**config.mk**
```make
export PLATFORM = sky130hd
export DESIGN_NAME = wheel_axis_softlock_torque_unit
export DESIGN_NICKNAME = d
export VERILOG_FILES = /design/src/rtl/wast_pkg.sv /design/src/rtl/wast_ctrl.sv /design/src/rtl/wast_dp.sv /design/src/rtl/wheel_axis_softlock_torque_unit.sv
export SDC_FILE = /design/constraint.sdc
export NUM_CORES = 2
export LEC_CHECK = 0
export BUFFER_PORTS_ARGS = -buffer_cell sky130_fd_sc_hd__clkbuf_2
export CAP_MARGIN = 10
export CORE_ASPECT_RATIO = 0.9
export CORE_MARGIN = 2
export CORE_UTILIZATION = 25
export DETAILED_ROUTE_END_ITERATION = 12
export GPL_TIMING_DRIVEN = 0
export MAX_ROUTING_LAYER = met4
export PLACE_DENSITY_LB_ADDON = 0.08
export SLEW_MARGIN = 10
export SYNTH_ARGS = -nofsm -noshare
export SYNTH_HDL_FRONTEND = slang
export SYNTH_SLANG_ARGS = --single-unit
```
**constraint.sdc**
```tcl
create_clock -name i_clk -period 24.1 [get_ports i_clk]
set_input_delay 6.025 -clock i_clk [delete_from_list [all_inputs] [get_ports i_clk]]
set_output_delay 6.025 -clock i_clk [all_outputs]
set_load 0.01 [all_outputs]
```
**src/rtl/wast_pkg.sv**
```systemverilog
`default_nettype none
package wast_pkg;
    localparam int ANGLE_W  = 24;
    localparam int DIVD_W   = 40;
    localparam int REM_W    = 24;
    localparam int DIVS_W   = 23;
    localparam int DIV_STEPS = DIVD_W;
    localparam int CNT_W    = 6;
    localparam int CFG_IDX_W = 3;
    localparam int CFG_DAT_W = 16;

    localparam logic [CFG_IDX_W-1:0] REG_MAX_DEGREES = 3'd0;
    localparam logic [CFG_IDX_W-1:0] REG_STRENGTH    = 3'd1;
    localparam logic [CFG_IDX_W-1:0] REG_GAIN        = 3'd2;
    localparam logic [CFG_IDX_W-1:0] REG_POWER_FACT  = 3'd3;
    localparam logic [CFG_IDX_W-1:0] REG_POWER_LIMIT = 3'd4;

    localparam logic [14:0] MAX_DEG_RESET = 15'd900;
    localparam logic [15:0] GAIN_RESET    = 16'd256;
    localparam logic [15:0] PFACT_RESET   = 16'd256;
    localparam logic [13:0] PLIMIT_RESET  = 14'd10000;
    localparam logic [14:0] LOCK_BOUND    = 15'h7FFF;

    typedef struct packed {
        logic start;
        logic div_step;
        logic mul1;
        logic mul2;
        logic mul3;
        logic mul4;
        logic load;
    } t_cmd;

    typedef struct packed {
        logic out_free;
    } t_status;
endpackage
`default_nettype wire

```
**src/rtl/wast_ctrl.sv**
```systemverilog
`default_nettype none
module wast_ctrl (
    input  wire                 i_clk,
    input  wire                 i_rst_n,
    input  wire                 i_in_valid,
    output logic                o_in_ready,
    input  wast_pkg::t_status   i_status,
    output wast_pkg::t_cmd      o_cmd
);
    localparam logic [2:0] S_IDLE = 3'd0;
    localparam logic [2:0] S_DIV  = 3'd1;
    localparam logic [2:0] S_MUL1 = 3'd2;
    localparam logic [2:0] S_MUL2 = 3'd3;
    localparam logic [2:0] S_MUL3 = 3'd4;
    localparam logic [2:0] S_MUL4 = 3'd5;
    localparam logic [2:0] S_LOAD = 3'd6;

    logic [2:0] r_state, n_state;
    logic [wast_pkg::CNT_W-1:0] r_cnt, n_cnt;

    assign o_in_ready = (r_state == S_IDLE);

    always_comb begin
        n_state = r_state;
        n_cnt   = r_cnt;
        o_cmd   = '0;
        unique case (r_state)
            S_IDLE: begin
                if (i_in_valid) begin
                    o_cmd.start = 1'b1;
                    n_cnt       = '0;
                    n_state     = S_DIV;
                end
            end
            S_DIV: begin
                o_cmd.div_step = 1'b1;
                n_cnt          = r_cnt + 1'b1;
                if (r_cnt == wast_pkg::CNT_W'(wast_pkg::DIV_STEPS - 1)) n_state = S_MUL1;
            end
            S_MUL1: begin
                o_cmd.mul1 = 1'b1;
                n_state    = S_MUL2;
            end
            S_MUL2: begin
                o_cmd.mul2 = 1'b1;
                n_state    = S_MUL3;
            end
            S_MUL3: begin
                o_cmd.mul3 = 1'b1;
                n_state    = S_MUL4;
            end
            S_MUL4: begin
                o_cmd.mul4 = 1'b1;
                n_state    = S_LOAD;
            end
            S_LOAD: begin
                if (i_status.out_free) begin
                    o_cmd.load = 1'b1;
                    n_state    = S_IDLE;
                end
            end
            default: n_state = S_IDLE;
        endcase
    end

    always_ff @(posedge i_clk) begin
        if (!i_rst_n) begin
            r_state <= S_IDLE;
            r_cnt   <= '0;
        end else begin
            r_state <= n_state;
            r_cnt   <= n_cnt;
        end
    end
endmodule
`default_nettype wire

```
**src/rtl/wast_dp.sv**
```systemverilog
`default_nettype none
module wast_dp (
    input  wire                                  i_clk,
    input  wire                                  i_rst_n,
    input  wast_pkg::t_cmd                       i_cmd,
    output wast_pkg::t_status                    o_status,
    input  wire                                  i_cfg_valid,
    input  wire  [wast_pkg::CFG_IDX_W-1:0]       i_cfg_index,
    input  wire  [wast_pkg::CFG_DAT_W-1:0]       i_cfg_data,
    input  wire  signed [wast_pkg::ANGLE_W-1:0]  i_angle,
    output logic                                 o_out_valid,
    input  wire                                  i_out_ready,
    output logic signed [31:0]                   o_position,
    output logic signed [15:0]                   o_axis_report,
    output logic signed [34:0]                   o_velocity,
    output logic signed [44:0]                   o_acceleration,
    output logic signed [15:0]                   o_lock_torque,
    output logic signed [14:0]                   o_drive_torque,
    output logic                                 o_torque_changed
);
    localparam int RQ_W = wast_pkg::REM_W + wast_pkg::DIVD_W;

    logic [14:0] r_maxdeg;
    logic [7:0]  r_strength;
    logic [15:0] r_gain, r_pfact;
    logic [13:0] r_plim;

    logic signed [23:0] r_last_angle, r_angle;
    logic signed [34:0] r_last_vel, r_vel;
    logic signed [24:0] r_last_raw, r_raw;
    logic signed [44:0] r_acc;
    logic signed [31:0] r_pos;
    logic               r_neg, r_dir_pos, r_dir_neg;
    logic [RQ_W-1:0]    r_rq;
    logic [31:0]        r_es;
    logic [14:0]        r_mag;
    logic signed [15:0] r_lock;
    logic               r_out_valid;

    // dividend magnitude 65535*|a| and divisor 256*m
    logic [23:0] w_abs;
    logic [39:0] w_dividend;
    logic [wast_pkg::DIVS_W-1:0] w_divisor;
    assign w_abs      = i_angle[23] ? 24'(-i_angle) : 24'(i_angle);
    assign w_dividend = ({16'd0, w_abs} << 16) - {16'd0, w_abs};
    assign w_divisor  = {r_maxdeg, 8'd0};

    logic [RQ_W-1:0] w_sh, w_rq_next;
    logic [23:0]     w_top;
    always_comb begin
        w_sh      = {r_rq[RQ_W-2:0], 1'b0};
        w_top     = w_sh[RQ_W-1:wast_pkg::DIVD_W];
        w_rq_next = w_sh;
        if (w_top >= {1'b0, w_divisor}) begin
            w_rq_next[RQ_W-1:wast_pkg::DIVD_W] = w_top - {1'b0, w_divisor};
            w_rq_next[0] = 1'b1;
        end
    end

    // x*1000 as shifts
    logic signed [24:0] w_dang;
    logic signed [34:0] w_vel;
    logic signed [35:0] w_dvel;
    logic signed [45:0] w_acc_full;
    assign w_dang     = {r_angle[23], r_angle} - {r_last_angle[23], r_last_angle};
    assign w_vel      = (35'(w_dang) <<< 10) - (35'(w_dang) <<< 4) - (35'(w_dang) <<< 3);
    assign w_dvel     = {r_vel[34], r_vel} - {r_last_vel[34], r_last_vel};
    assign w_acc_full = (46'(w_dvel) <<< 10) - (46'(w_dvel) <<< 4) - (46'(w_dvel) <<< 3);

    logic [31:0] w_q;
    assign w_q = r_rq[31:0];

    // overshoot, positive whenever a direction is set
    logic signed [25:0] w_e;
    logic               w_dpos, w_dneg;
    assign w_dpos = (r_pos > 32'sd32767);
    assign w_dneg = (r_pos < -32'sd32767);
    assign w_e = (w_dpos ? 26'(r_angle) : -26'(r_angle)) - 26'({r_maxdeg, 7'd0});

    logic [47:0] w_esg;
    logic [30:0] w_mp;
    assign w_esg = r_es * r_gain;
    assign w_mp  = r_mag * r_pfact;

    logic signed [24:0] w_lim, w_drive;
    always_comb begin
        w_lim = 25'(r_plim);
        if (r_raw > w_lim)       w_drive = w_lim;
        else if (r_raw < -w_lim) w_drive = -w_lim;
        else                     w_drive = r_raw;
    end

    assign o_status.out_free = !r_out_valid || i_out_ready;
    assign o_out_valid = r_out_valid;

    always_ff @(posedge i_clk) begin
        if (!i_rst_n) begin
            r_maxdeg     <= wast_pkg::MAX_DEG_RESET;
            r_strength   <= '0;
            r_gain       <= wast_pkg::GAIN_RESET;
            r_pfact      <= wast_pkg::PFACT_RESET;
            r_plim       <= wast_pkg::PLIMIT_RESET;
            r_last_angle <= '0;
            r_last_vel   <= '0;
            r_last_raw   <= '0;
            r_out_valid  <= 1'b0;
        end else begin
            if (i_cfg_valid) begin
                unique case (i_cfg_index)
                    wast_pkg::REG_MAX_DEGREES: if (i_cfg_data[14:0] != '0) begin
                        r_maxdeg <= i_cfg_data[14:0];
                    end
                    wast_pkg::REG_STRENGTH:    r_strength <= i_cfg_data[7:0];
                    wast_pkg::REG_GAIN:        r_gain     <= i_cfg_data;
                    wast_pkg::REG_POWER_FACT:  r_pfact    <= i_cfg_data;
                    wast_pkg::REG_POWER_LIMIT: r_plim     <= i_cfg_data[13:0];
                    default: ;
                endcase
            end
            if (i_cmd.load) begin
                r_out_valid  <= 1'b1;
                r_last_angle <= r_angle;
                r_last_vel   <= r_vel;
                r_last_raw   <= r_raw;
            end else if (i_out_ready) begin
                r_out_valid <= 1'b0;
            end
        end
    end

    always_ff @(posedge i_clk) begin
        if (i_cmd.start) begin
            r_angle <= i_angle;
            r_neg   <= i_angle[23];
            r_rq    <= {{wast_pkg::REM_W{1'b0}}, w_dividend};
        end
        if (i_cmd.div_step) r_rq <= w_rq_next;
        if (i_cmd.mul1) begin
            r_pos <= r_neg ? -$signed(w_q) : $signed(w_q);
            r_vel <= w_vel;
        end
        if (i_cmd.mul2) begin
            r_dir_pos <= w_dpos;
            r_dir_neg <= w_dneg;
            r_es      <= 32'(w_e[23:0]) * 32'(r_strength);
            if (w_acc_full > 46'sh0FFFFFFFFFFF)       r_acc <= 45'h0FFFFFFFFFFF;
            else if (w_acc_full < -46'sh100000000000) r_acc <= 45'h100000000000;
            else                                      r_acc <= 45'(w_acc_full);
        end
        if (i_cmd.mul3) begin
            if (!(r_dir_pos || r_dir_neg))       r_mag <= '0;
            else if (w_esg[47:16] > 32'h7FFF)    r_mag <= wast_pkg::LOCK_BOUND;
            else                                 r_mag <= w_esg[30:16];
        end
        if (i_cmd.mul4) begin
            r_lock <= r_dir_pos ? -$signed({1'b0, r_mag}) : $signed({1'b0, r_mag});
            r_raw  <= r_dir_pos ? -$signed({1'b0, w_mp[30:8]}) : $signed({1'b0, w_mp[30:8]});
        end
        if (i_cmd.load) begin
            o_position       <= r_pos;
            o_axis_report    <= r_pos[15:0];
            o_velocity       <= r_vel;
            o_acceleration   <= r_acc;
            o_lock_torque    <= r_lock;
            o_drive_torque   <= w_drive[14:0];
            o_torque_changed <= (r_raw != r_last_raw);
        end
    end

    a_load_free: assert property (@(posedge i_clk) disable iff (!i_rst_n)
        i_cmd.load |-> o_status.out_free)
        else $error("result load while output register busy");
    a_drive_clip: assert property (@(posedge i_clk) disable iff (!i_rst_n)
        i_cmd.load |=> (o_drive_torque <= $signed({1'b0, $past(r_plim)}))
                    && (o_drive_torque >= -$signed({1'b0, $past(r_plim)})))
        else $error("drive torque beyond power limit");
    a_one_dir: assert property (@(posedge i_clk) disable iff (!i_rst_n)
        $past(i_cmd.mul2) |-> !(r_dir_pos && r_dir_neg))
        else $error("both lock directions set");
endmodule
`default_nettype wire

```
**src/rtl/wheel_axis_softlock_torque_unit.sv**
```systemverilog
`default_nettype none
// soft-lock torque unit for a force feedback wheel axis. each angle sample
// transfer yields one result transfer: scaled position and report axis,
// velocity and acceleration (differences times 1000), soft-lock torque and
// drive torque with a change flag. each sample passes through the 40-step
// bit-serial divider for the position scaling, four multiply stages and the
// load, which waits while the output register still holds an untaken result;
// input ready is high only while the sequencer is idle.
// the result sits in an output register, so the next sample is taken while a
// result waits. configuration writes are always ready and should happen only
// while the unit is idle.
module wheel_axis_softlock_torque_unit (
    input  wire                                  i_clk,
    input  wire                                  i_rst_n,
    // configuration write
    input  wire                                  i_cfg_valid,
    output logic                                 o_cfg_ready,
    input  wire  [wast_pkg::CFG_IDX_W-1:0]       i_cfg_index,
    input  wire  [wast_pkg::CFG_DAT_W-1:0]       i_cfg_data,
    // sample input
    input  wire                                  i_in_valid,
    output logic                                 o_in_ready,
    input  wire  signed [wast_pkg::ANGLE_W-1:0]  i_angle,
    // result output
    output logic                                 o_out_valid,
    input  wire                                  i_out_ready,
    output logic signed [31:0]                   o_position,
    output logic signed [15:0]                   o_axis_report,
    output logic signed [34:0]                   o_velocity,
    output logic signed [44:0]                   o_acceleration,
    output logic signed [15:0]                   o_lock_torque,
    output logic signed [14:0]                   o_drive_torque,
    output logic                                 o_torque_changed
);
    wast_pkg::t_cmd    w_cmd;
    wast_pkg::t_status w_status;

    // register writes are always accepted
    assign o_cfg_ready = 1'b1;

    // sequencer: start, divide, multiply stages, load
    wast_ctrl u_ctrl (
        .i_clk      (i_clk),
        .i_rst_n    (i_rst_n),
        .i_in_valid (i_in_valid),
        .o_in_ready (o_in_ready),
        .i_status   (w_status),
        .o_cmd      (w_cmd)
    );

    // arithmetic, state and output register
    wast_dp u_dp (
        .i_clk            (i_clk),
        .i_rst_n          (i_rst_n),
        .i_cmd            (w_cmd),
        .o_status         (w_status),
        .i_cfg_valid      (i_cfg_valid),
        .i_cfg_index      (i_cfg_index),
        .i_cfg_data       (i_cfg_data),
        .i_angle          (i_angle),
        .o_out_valid      (o_out_valid),
        .i_out_ready      (i_out_ready),
        .o_position       (o_position),
        .o_axis_report    (o_axis_report),
        .o_velocity       (o_velocity),
        .o_acceleration   (o_acceleration),
        .o_lock_torque    (o_lock_torque),
        .o_drive_torque   (o_drive_torque),
        .o_torque_changed (o_torque_changed)
    );
endmodule
`default_nettype wire

```
==> qor.txt <==
=================================================================================================================
Clock Sinks                                                                                                   577
Reg-to-reg critical path startpoint                                                                  u_dp.r_pos[15]
Reg-to-Reg End                                                                                       u_dp.r_es[30]
Non-filler cells in the finished layout                                                                     10490
Port buffer count                                                                                             205
Final Max Tran Viols                                                                                            0
Seq/Total Area, Yosys                                                                                      24.85%
Count of unresolved DRC violations after routing                                                                0
Worst min-delay path category                                                                             reg2reg
Area grow syn2layout                                                                                       13.02%
Flop pwr share                                                                                              35.3%
Final core utilization                                                                                     28.36%
Core Region                                                                                           0.2522 mm^2
Switching share of power                                                                                   33.11%
Required time of the critical path                                                                       24.53 ns
Layout Nets                                                                                                  8367
Total of hold buffers inserted after clock tree synthesis                                                       0
Number of vias after detailed routing                                                                       47240
Standard cell area after detailed placement                                                          0.06881 mm^2
Worst slew margin                                                                                          19.41%
DR WL/cell                                                                                               20.17 um
Synth top area share                                                                                       24.51%
TritonCTS clock tree                                                                                          yes
Combinational share of power                                                                                26.3%
Synthesized area divided by synthesized cell count                                                     9.368 um^2
Clock network fraction of total power                                                                       38.4%
Initial standard-cell utilization of the core                                                              25.09%
GRT Util Overall                                                                                           17.07%
Status                                                                                               finished, final reports clean
Worst Path Arrival                                                                                       10.90 ns
Slack of the worst reg-to-reg path                                                                       13.83 ns
Number of cells on the worst hold path                                                                          0
Critical path class                                                                                        in2reg
Library cells used by synthesis                                                                                96
Hold worst-path end                                                                                  u_dp.o_acceleration[5]
Sum Neg Setup Slack                                                                                          0 ns
Number of DRC markers after the initial detailed-route iteration                                             2738
Share of the synthesized netlist area taken by xor and xnor gates                                          5.409%
Number of nets still failing antenna checks after routing                                                       0
Simple-Gate Fraction of Synth Area                                                                         15.95%
Share of post-route cells with drive strength above 1                                                      6.221%
DIE HEIGHT                                                                                               481.3 um
Multiplexer share of the synthesized area                                                                 0.7928%
Clock latency at the later pin of the worst-skew pair                                                     0.72 ns
Proportion of register bits with asynchronous set or reset after synthesis                                     0%
Die W                                                                                                    534.4 um
Summed instance area of the synthesized netlist                                                      0.06329 mm^2
Top_reg_cell synth                                                                                       edfxtp_1
Cell Rows                                                                                                     175
Net load switching power                                                                                 1.070 mW
Number of standard cells after synthesis                                                                     6756
Kind of start point of the critical path                                                               input port
Post-CTS clock slew at the launch and capture registers of the worst setup and hold paths                 0.06 ns
Main area contributors after synthesis                                                               fa_1 (25%), edfxtp_1 (20%), ha_1 (9.6%)
Final Cell Area                                                                                      0.07153 mm^2
Power after layout                                                                                       3.230 mW
Total instance count after detailed placement                                                               10340
Depth of the worst register-to-register path                                                                   32
Total wire length after detailed routing                                                                 211.7 mm
Clock tree root driver cell                                                                             clkbuf_16
Internal Pwr Total                                                                                       2.161 mW
Final critical-path share of the clock period                                                              43.43%
Arithmetic-cell share of the synthesized area counting full adders, half adders and majority gates         34.23%
PD cells                                                                                             45.16 mW/mm^2
Dominant cell type by area after synthesis                                                                   fa_1
Post-synthesis compound-gate area fraction                                                                 11.00%
Largest net degree at the start of global routing                                                              54
Final weighted congestion of routability-driven global placement                                           0.8352
Number of flops mapped to enable cells by yosys                                                               417
Router iterations before antenna repair                                                                         5
Peak VDD IR                                                                                            0.05019 mV
Setup ws final                                                                                           13.63 ns
Post-detail-place hpwl                                                                                   173.3 mm
Num ports                                                                                                     211
H-tree levels                                                                                                   3
Final number of setup-violating endpoints                                                                       0
Highest clock rate                                                                                    0.09554 GHz
Global-route wire length before repair                                                                   321.8 mm
Post-CTS resize count                                                                                           0
Setup clock skew after layout                                                                          0.05443 ns
Via count of the first global-routing pass                                                                  48840
Total of flip-flops plus latches after synthesis                                                              577
Top cells by instance count after synthesis                                                          nand2_1 (998), inv_1 (996), fa_1 (775)
Dominant combinational cell family by area after synthesis                                            adder cells
Final-layout worst hold slack                                                                           0.4124 ns
Clock buffers created by TritonCTS                                                                             78
Cell leakage power                                                                                       31.02 nW
Number of setup buffers added after CTS                                                                         0
Pin slew with the least headroom to its limit                                                            1.193 ns
Full die area                                                                                         0.2572 mm^2
Ys Warns                                                                                                        0
Critical Path Sink Type                                                                                 flip-flop
Maximum fanout encountered on the critical timing path                                                          8
Top-count cell post-synth                                                                                 nand2_1
RSZ-0062 raised after global routing                                                                        false
Antenna violations before repair                                                                               12
Setup slack after placement                                                                              12.97 ns
Total of max-cap violations                                                                                     0
Fin crit period                                                                                          10.47 ns
Source of the worst hold timing path                                                                 u_dp.r_acc[5]
Maximum count of clock buffers along a single path                                                              3
Final global-route overflow total                                                                               0
Hold violation count in the final report                                                                        0
Via-per-instance ratio                                                                                      4.502
=================================================================================================================
[worst max-delay path by stage]
stage / startpoint / end / cells past startpoint / slack [ns]
after global placement: i_out_ready / u_dp.o_lock_torque[11] / 5 / 7.95
after global routing: u_dp.r_pos[26] / u_dp.r_es[28] / 32 / 13.07
final: i_angle[0] / u_dp.r_rq[38] / 20 / 13.63
after detailed placement: i_angle[0] / u_dp.r_rq[38] / 20 / 12.97
after CTS: i_angle[0] / u_dp.r_rq[38] / 20 / 13.71
after floorplan: i_out_ready / u_dp.o_acceleration[10] / 4 / 13.10
[final cells by class]
class	count	area [um^2]
fillers	26940	180700
multi-input cells	4902	42700
flip-flops and latches	577	15730
well taps	3363	4208
inverters	999	3750
clock buffers	101	2111
repair buffers	221	1269
plain buffers	280	1165
clock inverters	41	583.1
diodes	9	22.52
[critical path: stages]
cell and delay, ns:
clkbuf_2 0.21, inv_1 0.12, ha_1 0.26, nor4b_2 0.48, nand3_1 0.22, or2_2 0.36
o31ai_1 0.27, xor2_1 0.43, ha_1 0.39, nor2b_1 0.16, o21ai_0 0.14, nand2b_1 0.10
a21o_1 0.19, a211oi_1 0.27, o21ai_0 0.13, nor3_1 0.42, nand2_1 0.21, nor3_1 0.26
xnor2_1 0.16, a21oi_1 0.09
[cells in the final DEF, fill, tap and decap left out, types with 205 or more instances in the layout]
cell      count
clkbuf_1    248
o21ai_0     205
edfxtp_1    417
and2_1      398
xnor2_1     263
inv_1       996
fa_1        775
a21oi_1     280
ha_1        485
nand2_1     997
nor2_1      250
clkbuf_2    206
[sequential cells by signal, indices dropped and copies added (netlist names), 16 cells and up]
name / count
u_dp.r_raw: 25
u_dp.r_rq: 63
u_dp.r_angle: 23
u_dp.r_last_raw: 25
u_dp.r_gain: 16
u_dp.r_pfact: 16
u_dp.r_pos: 32
u_dp.r_lock: 16
u_dp.o_acceleration: 40
u_dp.o_position: 17
u_dp.r_last_vel: 32
u_dp.o_lock_torque: 16
u_dp.o_velocity: 32
u_dp.r_last_angle: 24
u_dp.r_acc: 40
u_dp.r_es: 32
u_dp.r_vel: 32
[power by group through the flow]
stage	Sequential, mW	Clock (mW)	Combinational [mW]
after floorplan	1.15	0	0.605
after detailed placement	1.16	0	0.857
after CTS	1.14	1.29	0.864
after global placement	1.16	0	0.858
final	1.14	1.24	0.849
after global routing	1.14	1.32	0.965
[logic make-up after synthesis]
group	Yosys count
and+or+nand+nor	2121
buffers and inverters	1279
adders and majority gates	1268
AOI/OAI and AO/OA	1069
DFF	577
xor gates and xnor gates	390
muxes	50
other	2
[per-layer routing]
layer  global-route usage [%]  wire, um
met1                    25.36    109700
met3                    1.850      7241
met4                    2.920      3433
met5                        -         0
met2                    25.09     91320
Power figures use the tool's default switching activity.
